**src/design/scma_pkg.sv**
```systemverilog
// ----------------------------------------------------------------------------
// Sector chain map allocator package
// Shared widths, codes and word types for the allocator and its submodules.
// ----------------------------------------------------------------------------
package scma_pkg;

  localparam int MAX_DATA_SECTORS = 4096;
  localparam int OFF_W            = $clog2(MAX_DATA_SECTORS);
  localparam int LINK_W           = OFF_W + 1;
  localparam int SECTOR_W         = 16;
  localparam int ACTION_W         = 3;
  localparam int CFG_IDX_W        = 1;
  localparam int CFG_DATA_W       = 16;
  localparam int OP_W             = 5;

  localparam logic [LINK_W-1:0] END_MARK  = LINK_W'(MAX_DATA_SECTORS);
  localparam logic [LINK_W-1:0] MAX_COUNT = LINK_W'(MAX_DATA_SECTORS);

  localparam logic [CFG_IDX_W-1:0] CFG_DATA_BASE  = 1'd0;
  localparam logic [CFG_IDX_W-1:0] CFG_DATA_COUNT = 1'd1;

  localparam logic [ACTION_W-1:0] ACT_FORMAT = 3'd0;
  localparam logic [ACTION_W-1:0] ACT_ALLOC  = 3'd1;
  localparam logic [ACTION_W-1:0] ACT_FREE   = 3'd2;
  localparam logic [ACTION_W-1:0] ACT_NEXT   = 3'd3;
  localparam logic [ACTION_W-1:0] ACT_APPEND = 3'd4;
  localparam logic [ACTION_W-1:0] ACT_MARK   = 3'd5;

  localparam logic [OP_W-1:0] OP_NOP        = 5'd0;
  localparam logic [OP_W-1:0] OP_LOAD       = 5'd1;
  localparam logic [OP_W-1:0] OP_FMT_STEP   = 5'd2;
  localparam logic [OP_W-1:0] OP_FMT_LAST   = 5'd3;
  localparam logic [OP_W-1:0] OP_FMT_EMPTY  = 5'd4;
  localparam logic [OP_W-1:0] OP_ALLOC_RD   = 5'd5;
  localparam logic [OP_W-1:0] OP_ALLOC_WR   = 5'd6;
  localparam logic [OP_W-1:0] OP_FAIL_END   = 5'd7;
  localparam logic [OP_W-1:0] OP_FAIL       = 5'd8;
  localparam logic [OP_W-1:0] OP_FREE       = 5'd9;
  localparam logic [OP_W-1:0] OP_NEXT_RD    = 5'd10;
  localparam logic [OP_W-1:0] OP_NEXT_RES   = 5'd11;
  localparam logic [OP_W-1:0] OP_MARK       = 5'd12;
  localparam logic [OP_W-1:0] OP_WALK_START = 5'd13;
  localparam logic [OP_W-1:0] OP_WALK_STEP  = 5'd14;
  localparam logic [OP_W-1:0] OP_APP_LINK   = 5'd15;
  localparam logic [OP_W-1:0] OP_APP_TAIL   = 5'd16;

  typedef struct packed {
    logic [ACTION_W-1:0] action;
    logic [SECTOR_W-1:0] sector;
    logic [SECTOR_W-1:0] chain_head;
    logic                head_is_end;
  } in_word_t;

  typedef struct packed {
    logic                ok;
    logic [SECTOR_W-1:0] result_sector;
    logic                result_is_end;
    logic [LINK_W-1:0]   free_count;
  } out_word_t;

  typedef struct packed {
    logic [OP_W-1:0] op;
  } dp_cmd_t;

  typedef struct packed {
    logic [ACTION_W-1:0] action;
    logic                head_is_end;
    logic                sec_ok;
    logic                head_ok;
    logic                fh_ok;
    logic                fmt_last;
    logic                link_more;
    logic                walk_more;
  } dp_stat_t;

endpackage

```
**src/design/scma_ctrl.sv**
```systemverilog
// ----------------------------------------------------------------------------
// Allocator controller
// Sequences each action as datapath operations, one per cycle.
// ----------------------------------------------------------------------------
module scma_ctrl import scma_pkg::*; (
  input  logic     clk,
  input  logic     rst_n,
  input  logic     start,
  input  dp_stat_t stat,
  output dp_cmd_t  cmd,
  output logic     busy
);

  localparam logic [2:0] S_IDLE     = 3'd0;
  localparam logic [2:0] S_DECODE   = 3'd1;
  localparam logic [2:0] S_FMT      = 3'd2;
  localparam logic [2:0] S_ALLOC    = 3'd3;
  localparam logic [2:0] S_NEXT     = 3'd4;
  localparam logic [2:0] S_WALK     = 3'd5;
  localparam logic [2:0] S_APP_TAIL = 3'd6;

  logic [2:0] state_r, state_nxt;

  always_comb begin
    state_nxt = state_r;
    cmd.op    = OP_NOP;
    case (state_r)
      S_IDLE: begin
        if (start) begin
          cmd.op    = OP_LOAD;
          state_nxt = S_DECODE;
        end
      end
      S_DECODE: begin
        state_nxt = S_IDLE;
        case (stat.action)
          ACT_FORMAT: begin
            if (!stat.walk_more) begin
              cmd.op = OP_FMT_EMPTY;
            end else if (stat.fmt_last) begin
              cmd.op = OP_FMT_LAST;
            end else begin
              cmd.op    = OP_FMT_STEP;
              state_nxt = S_FMT;
            end
          end
          ACT_ALLOC: begin
            if (stat.fh_ok) begin
              cmd.op    = OP_ALLOC_RD;
              state_nxt = S_ALLOC;
            end else begin
              cmd.op = OP_FAIL_END;
            end
          end
          ACT_FREE: begin
            cmd.op = stat.sec_ok ? OP_FREE : OP_FAIL;
          end
          ACT_NEXT: begin
            if (stat.sec_ok) begin
              cmd.op    = OP_NEXT_RD;
              state_nxt = S_NEXT;
            end else begin
              cmd.op = OP_FAIL_END;
            end
          end
          ACT_APPEND: begin
            if (!stat.sec_ok) begin
              cmd.op = OP_FAIL;
            end else if (stat.head_is_end) begin
              cmd.op = OP_APP_TAIL;
            end else if (!stat.head_ok) begin
              cmd.op = OP_FAIL;
            end else begin
              cmd.op    = OP_WALK_START;
              state_nxt = S_WALK;
            end
          end
          ACT_MARK: begin
            cmd.op = stat.sec_ok ? OP_MARK : OP_FAIL;
          end
          default: begin
            cmd.op = OP_FAIL;
          end
        endcase
      end
      S_FMT: begin
        if (stat.fmt_last) begin
          cmd.op    = OP_FMT_LAST;
          state_nxt = S_IDLE;
        end else begin
          cmd.op = OP_FMT_STEP;
        end
      end
      S_ALLOC: begin
        cmd.op    = OP_ALLOC_WR;
        state_nxt = S_IDLE;
      end
      S_NEXT: begin
        cmd.op    = OP_NEXT_RES;
        state_nxt = S_IDLE;
      end
      S_WALK: begin
        if (stat.link_more && stat.walk_more) begin
          cmd.op = OP_WALK_STEP;
        end else if (stat.link_more) begin
          cmd.op    = OP_FAIL;
          state_nxt = S_IDLE;
        end else begin
          cmd.op    = OP_APP_LINK;
          state_nxt = S_APP_TAIL;
        end
      end
      S_APP_TAIL: begin
        cmd.op    = OP_APP_TAIL;
        state_nxt = S_IDLE;
      end
      default: begin
        state_nxt = S_IDLE;
      end
    endcase
  end

  always_ff @(posedge clk) begin
    if (!rst_n) begin
      state_r <= S_IDLE;
    end else begin
      state_r <= state_nxt;
    end
  end

  assign busy = (state_r != S_IDLE);

endmodule

```
**config.mk**
```make
export PLATFORM = sky130hd
export DESIGN_NAME = scma_ctrl
export DESIGN_NICKNAME = d
export VERILOG_FILES = /design/src/design/scma_pkg.sv /design/src/design/scma_ctrl.sv
export SDC_FILE = /design/constraint.sdc
export NUM_CORES = 1
export LEC_CHECK = 0
export ABC_AREA = 1
export BUFFER_PORTS_ARGS = -buffer_cell sky130_fd_sc_hd__buf_2
export CAP_MARGIN = 0
export CORE_AREA = 2 2 39 41
export CTS_CLUSTER_SIZE = 16
export DETAILED_ROUTE_END_ITERATION = 10
export DIE_AREA = 0 0 41 43
export HOLD_SLACK_MARGIN = 0.1
export SLEW_MARGIN = 20
export SYNTH_ARGS = -nofsm -noshare
export SYNTH_HDL_FRONTEND = slang
export SYNTH_SLANG_ARGS = --single-unit
```
**constraint.sdc**
```tcl
create_clock -name clk -period 1 [get_ports clk]
set_input_delay 0.2 -clock clk [delete_from_list [all_inputs] [get_ports clk]]
set_output_delay 0.2 -clock clk [all_outputs]
set_load 0.01 [all_outputs]
```
# Word-level counts from Yosys, hierarchy flattened
# Cells that the tools add are included.
# totals
inputBits	13
word_cells	47
register_bits	3
# op_classes
mux	27
eq_ne	14
reduce_logical	5
# op_table
cell	n
$mux W3	13
$pmux W5 S7	1
$pmux W5 S6	1
$pmux W3 S4	2
$eq A3 B3 Y1 const B	5
$eq A3 B2 Y1 const B	4
$mux W5	2
$mux W2	4
$eq A3 B1 Y1 const B	2
$logic_not A3 Y1	2
$ne A2 B2 Y1 const B	3
$mux W4	1
$mux W1	3
$reduce_and A3 Y1	1
$reduce_bool A3 Y1	1
$logic_and A1 B1 Y1	1

# Depth between registers and ports, before layout
# Gate-level depths: netlist of the first run.
# logic_depth
word_depth	5
depth_mapped	9

# Least setup slack after synthesis of the first run
# No wires, ideal clock.
# synth_path
path_kind	reg-to-output
start	reg state_r[0]
end	out cmd[4] (netlist name)
t_arrival_ns	0.954
path_buffers	0
t_required_ns	0.800
stages_incl_launch_ff	5
slack_ns	-0.154
cell_sequence	dfxtp_1 nand2_1 nor2_2 nand3_1 o21ai_1
# synth_rtl
item	line	source
start, declared	scma_ctrl.sv:22	logic [2:0] state_r, state_nxt;
start signal, assigned	scma_ctrl.sv:127	state_r <= state_nxt;
end, declared	scma_ctrl.sv:10	output dp_cmd_t cmd,

==> results of run 1 <==
placed cells by master, fill, tap and decap left out, types with 3 or more instances in the layout:
cell	synthesis	layout
clkbuf_4	0	3
inv_2	4	3
nand3_2	0	3
nand2_2	0	5
o21ai_1	8	7
inv_1	12	11
nor2_4	1	4
nor2_1	11	9
buf_4	0	14
nand2_1	32	25
nand3_1	12	9
buf_2	1	18
dfxtp_4	0	3
what timing repair did:
action | in CTS | in global routing
endpoints found under the hold margin | 0 | 0
hold buffers | 0 | 0
gates resized for setup | 7 | 14
pin swaps | 2 | 6
setup endpoints to repair | 9 | 9
buffers inserted | 1 | 3
synthesized netlist by cell type:
library cell,n,share of area [%]
clkinv_1,1,0.81
nor3_1,1,1.1
inv_1,12,9.7
o211ai_1,1,1.6
o21ai_1,8,8.6
nor2_1,11,8.9
nor2_4,1,2.4
nor2_2,3,4.0
dfxtp_1,3,13
inv_2,4,3.2
nand2_1,32,26
nand3_1,12,13
nand3b_1,1,1.6
nand4_1,2,2.7
a21oi_1,1,1.1
o22ai_1,1,1.3
buf_2,1,1.1
cell families (layout without fill, tap and decap cells):
kind of cell           Yosys count  after routing  share of synthesized area [%]
AO/OA/AOI/OAI                   11             11                           12.7
buffers and inverters           18             55                           14.8
AND/OR/NAND/NOR                 63             63                           59.6
flip-flops                       3              3                           12.9
per-layer routing:
| metal | routed length (microns) | vias to the layer above | track usage (%) |
|---|---|---|---|
| met5 | 0 | - | 0 |
| met4 | 0 | 0 | 0 |
| met2 | 684 | 17 | 27.5 |
| met3 | 73 | 0 | 5.24 |
| met1 | 659 | 323 | 21.3 |
| li1 | - | 374 | - |
worst paths after layout:
kind	cells after the start	end	slack (ps)
max reg2reg	10	state_r[0]$_SDFFE_PN0P_	-220
max	6	cmd[4]	-400
min reg2reg	5	state_r[1]$_SDFFE_PN0P_	770
min	3	state_r[2]$_SDFFE_PN0P_	180
power breakdown:
part / internal (uW) / switching (uW) / leakage (uW)
Sequential: 122 / 11.8 / 0.0000267
Clock: 150 / 71.0 / 0.0000150
Combinational: 123 / 147 / 0.000424
worst max-delay path, cell delays in order, from the launching register on:
cell and delay, ps:
dfxtp_4 350, inv_4 70, nand2_4 70, nor2_4 150
nand3_2 90, o21ai_2 110, buf_2 130
through the flow:
step / setup TNS (ps) / cells / hold WS (ps)
finish: -2840 / 148 / 179
global route: -3530 / 148 / 199
CTS: -2470 / 147 / 173
detailed placement: -1110 / 142 / 420
global placement: -1090 / 142 / 411
floorplan: -109 / 95 / 297
layout make-up:
class | count | area (sq um) | share of cell area [%]
Multi-Input combinational cell | 74 | 405 | 50.1
Clock buffer | 4 | 26.3 | 3.25
Inverter | 17 | 68.8 | 8.50
Timing Repair Buffer | 34 | 218 | 26.9
Sequential cell | 3 | 71.3 | 8.81
Tap cell | 16 | 20.0 | 2.47
==> impl_metrics.ini, run 1 <==
[worst_setup_path]
worstPathArrival_ps = 1200
critical_path.startpoint = state_r[1]$_SDFFE_PN0P_
cp-end-kind = output pin
cp_max_fo = 6
reg2reg_from = state_r[1]$_SDFFE_PN0P_
cp-start-kind = flop
cp.required_ps = 800
critPathKind = flop to output pin

[synth]
syn_area_sq_um = 464
synth_seq_area_share_pct = 12.9
postSynthRegisterBits = 3
syn_avg_cell_area_sq_um = 4.89
ys_types = 17
syn_nets = 108
synth_cells = 95
ys.warnings.count = 0

[drt]
route.detailed.wl_per_inst_microns = 9.57
drtIter0Drc = 11
firstDrtPassIters = 4
detail-route-antenna-nets = 0
drc = 0
vias = 714
wl_microns = 1420
via_per_inst = 4.82

[hold_path]
holdCritStartpoint = rst_n
hold_path_class = input port to flop

[timing]
setup_viol = 9
finalCritPeriodShare_pct = 140
fin_ws_ps = -398
hold_viol = 0
rsz0062_at_grt = true
timing.final.crit_period_ps = 1400
slew_viol_final = 0
max_freq_mhz = 715
finalClockSkew_ps = 3.42
maxSlewHeadroom_pct = 81.8
worst_pin_slew_ps = 270

[status]
violations = negative setup slack
status = complete, but fails checks

[power_and_ir_drop]
power.density_nw_per_um2 = 772
power.total_uw = 625
power.leakage_uw = 0.000466
vdd_drop_max_v = 0.000655

[global_routing]
overflow = 0
grt_pass1_vias = 545
grt_start_max_net_pins = 9
antenna_found_initial = 0
grt_first_pass_wirelength_microns = 2080
grt_usage_pct = 16.5

[finish]
nets = 146
final_cell_area_sq_um = 810
fillers = 130
num_antenna_cells = 0
top_register = state_r
utilization_pct = 58.5
syn_to_final_growth_pct = 74.4
drive_gt1_share_pct = 47.7
largestRegisters = state_r: 3 flops
largest_register_ffs = 3

[clock_tree]
clockBufferDepth = 2
cts_tree = yes
cts_inserted_buffers = 3
clock-sinks = 3
cts.htree.levels = 1
clock_latency_ps = 240
path_clk_slew_ps = 40
cts_root_buf = clkbuf_4

[placed_design]
dpl_cell_area_sq_um = 702
hpwl_microns = 1100
dp_slack_ps = -215
gp_congestion = 0.800
io_buffer_count = 18

[floorplan]
io_pins = 19
core_sq_um = 1380
die_height_microns = 43
dieArea_sq_um = 1760
die_w_microns = 41
rows = 14
start_util_pct = 33.5

[run]
cap_violations = 0
No activity file was read; power rests on OpenSTA's default activity.
==> run 2, diff against run 1 <==
--- a/config.mk
+++ b/config.mk
@@ -5,13 +5,13 @@
 export SDC_FILE = /design/constraint.sdc
 export NUM_CORES = 1
 export LEC_CHECK = 0
-export ABC_AREA = 1
-export BUFFER_PORTS_ARGS = -buffer_cell sky130_fd_sc_hd__buf_2
+export ABC_AREA = 0
 export CAP_MARGIN = 0
 export CORE_AREA = 2 2 39 41
 export CTS_CLUSTER_SIZE = 16
 export DETAILED_ROUTE_END_ITERATION = 10
 export DIE_AREA = 0 0 41 43
+export DONT_BUFFER_PORTS = 1
 export HOLD_SLACK_MARGIN = 0.1
 export SLEW_MARGIN = 20
 export SYNTH_ARGS = -nofsm -noshare
==> run 2 against run 1 <==
Effect of this change: the flow still finishes with violations (negative setup slack); register-to-register slack lost 60 ps; clock skew down 2.5 ps; hold slack worse by 66 ps; maximum frequency fell by 1.1%; die area is the same; sequential share of layout area fell by 0.30 points; non-clock buffer count decreased by 15; highest routed layer unchanged.
==> impl_metrics.ini, run 2 <==
[power_and_ir_drop]
power.density_nw_per_um2 = 709
power.total_uw = 595
vdd_drop_max_v = 0.000688
power.leakage_uw = 0.000303

[timing]
maxSlewHeadroom_pct = 77.3
worst_pin_slew_ps = 338
setup_viol = 9
max_freq_mhz = 707
hold_slack_ps = 112
finalCritPeriodShare_pct = 141
finalSetupTns_ps = -2750
slew_viol_final = 0
hold_viol = 0
fin_ws_ps = -415
rsz0062_at_grt = true
timing.final.crit_period_ps = 1410
finalClockSkew_ps = 0.916

[hold_path]
holdCritStartpoint = rst_n
hold_path_class = input port to flop

[synth]
synth_edf_count = 0
ys_types = 34
syn_nets = 81
synth_top_area_share_pct = 11.8
synth_seq_area_share_pct = 11.8
synth.area.top_cells = dfxtp_1 12%, nor2b_1 7.4%, nand2b_1 6.2%
synth_cells = 68
ys.flop_type = dfxtp_1
syn_area_sq_um = 508
yosys.area.top_type = dfxtp_1
postSynthRegisterBits = 3
async_flop_share_pct = 0
ys.warnings.count = 0
yosys-top-cells-count = 6 x a21oi_1, 6 x nor2b_1, 5 x buf_2, 5 x nand2b_1
syn_avg_cell_area_sq_um = 7.47

[drt]
detail-route-antenna-nets = 0
via_per_inst = 5.68
vias = 579
wl_microns = 1520
firstDrtPassIters = 4
drc = 0
drtIter0Drc = 11
route.detailed.wl_per_inst_microns = 14.9

[placed_design]
hpwl_microns = 1030
gp_congestion = 0.794
io_buffer_count = 0
dpl_cell_area_sq_um = 658

[worst_setup_path]
critical_path.startpoint = state_r[0]$_SDFFE_PN0P_
worst_path_max_delay_cell = dfxtp_4
reg2reg_from = state_r[0]$_SDFFE_PN0P_
cp.required_ps = 800
worstPathArrival_ps = 1210
critical_path.cell_chain = nand4b_1 > mux2_4 > o221ai_4
cp-end-kind = output pin
critPathKind = flop to output pin
cp-start-kind = flop
cpPeakStageDelay_ps = 380
cp_max_fo = 8

[global_routing]
overflow = 0
grt_usage_pct = 17.7
grt_pass1_vias = 541
antenna_found_initial = 0
grt_start_max_net_pins = 11
grt_first_pass_wirelength_microns = 2220

[clock_tree]
cts_root_buf = clkbuf_4
cts_tree = yes
path_clk_slew_ps = 40
cts.htree.levels = 1
clock_latency_ps = 230
cts_inserted_buffers = 3
clock-sinks = 3
clockBufferDepth = 2

[floorplan]
die_height_microns = 43
start_util_pct = 36.7
core_sq_um = 1380
dieArea_sq_um = 1760
io_pins = 19
die_w_microns = 41
rows = 14

[finish]
syn_to_final_growth_pct = 65.0
largestRegisters = state_r: 3 flops
drive_gt1_share_pct = 58.1
final_cell_area_sq_um = 838
nets = 100
final_cell_mix = 13 x buf_4, 6 x nor2b_1, 5 x a21oi_1, 5 x buf_6, 4 x nand2b_1
num_antenna_cells = 0
top_register = state_r
final_common_cell = buf_4
fillers = 100
largest_register_ffs = 3

[status]
status = complete, but fails checks
violations = negative setup slack

[run]
cap_violations = 0
[run 2: final cells by class]
type / count / area, sq um / share of cell area, %
clock buffers: 4 / 26.3 / 3.13
multi-input cells: 60 / 557 / 66.4
flip-flops and latches: 3 / 71.3 / 8.51
well taps: 16 / 20.0 / 2.39
repair buffers: 19 / 164 / 19.6
[run 2: final timing paths]
path / to / slack, ps / depth (start not counted)
max: cmd[0] / -410 / 3
min reg2reg: state_r[0]$_SDFFE_PN0P_ / 720 / 2
max reg2reg: state_r[0]$_SDFFE_PN0P_ / -280 / 5
min: state_r[0]$_SDFFE_PN0P_ / 110 / 1
[run 2: worst max-delay path: cells and delay by family (launching register included)]
| kind | cells | cell delay (ps) |
|---|---|---|
| muxes | 1 | 300 |
| AOI/OAI and AO/OA | 1 | 210 |
| and+or+nand+nor | 1 | 100 |
| DFF | 1 | 380 |
[run 2: routing by layer]
layer / share of wire, % / global-route usage [%] / up-vias / routed length [microns]
met2: 52 / 27.5 / 21 / 789
met5: 0 / 0 / - / 0
met4: 0 / 2.00 / 0 / 0
li1: - / - / 291 / -
met3: 7.0 / 7.85 / 0 / 107
met1: 41 / 22.7 / 267 / 622
[run 2: cells by family (layout without fill, tap and decap cells)]
kind of cell           count (synthesis)  after routing  share of synthesized area, %
AOI/OAI and AO/OA                     22             22                          33.0
muxes                                  1              1                          2.22
and+or+nand+nor                       37             37                          48.0
buffers and inverters                  5             23                          4.93
DFF                                    3              3                          11.8
[run 2: per-stage QoR]
stage          utilization (%)  setup WS [ps]  instances
2_1_floorplan                -           -211         68
3_3_place_gp              47.6           -233         92
3_5_place_dp              47.6           -265         92
4_1_cts                   54.9           -407        100
5_1_grt                   60.6           -445        102
6_report                  60.6           -415        102
[run 2: report_power, final]
| part | total, uW | switching [uW] | leakage [uW] | internal (uW) |
|---|---|---|---|---|
| Sequential | 133 | 11.3 | 0.0000267 | 121 |
| Combinational | 250 | 103 | 0.000261 | 147 |
| Clock | 212 | 62.3 | 0.0000150 | 150 |
| Total | 595 | 177 | 0.000303 | 418 |
[run 2: repair_timing]
item	in CTS	in global routing
pin swaps	6	3
buffers inserted	3	2
gates resized for setup	10	14
hold endpoints to repair	2	0
hold buffers	1	0
endpoints found under the setup margin	9	9
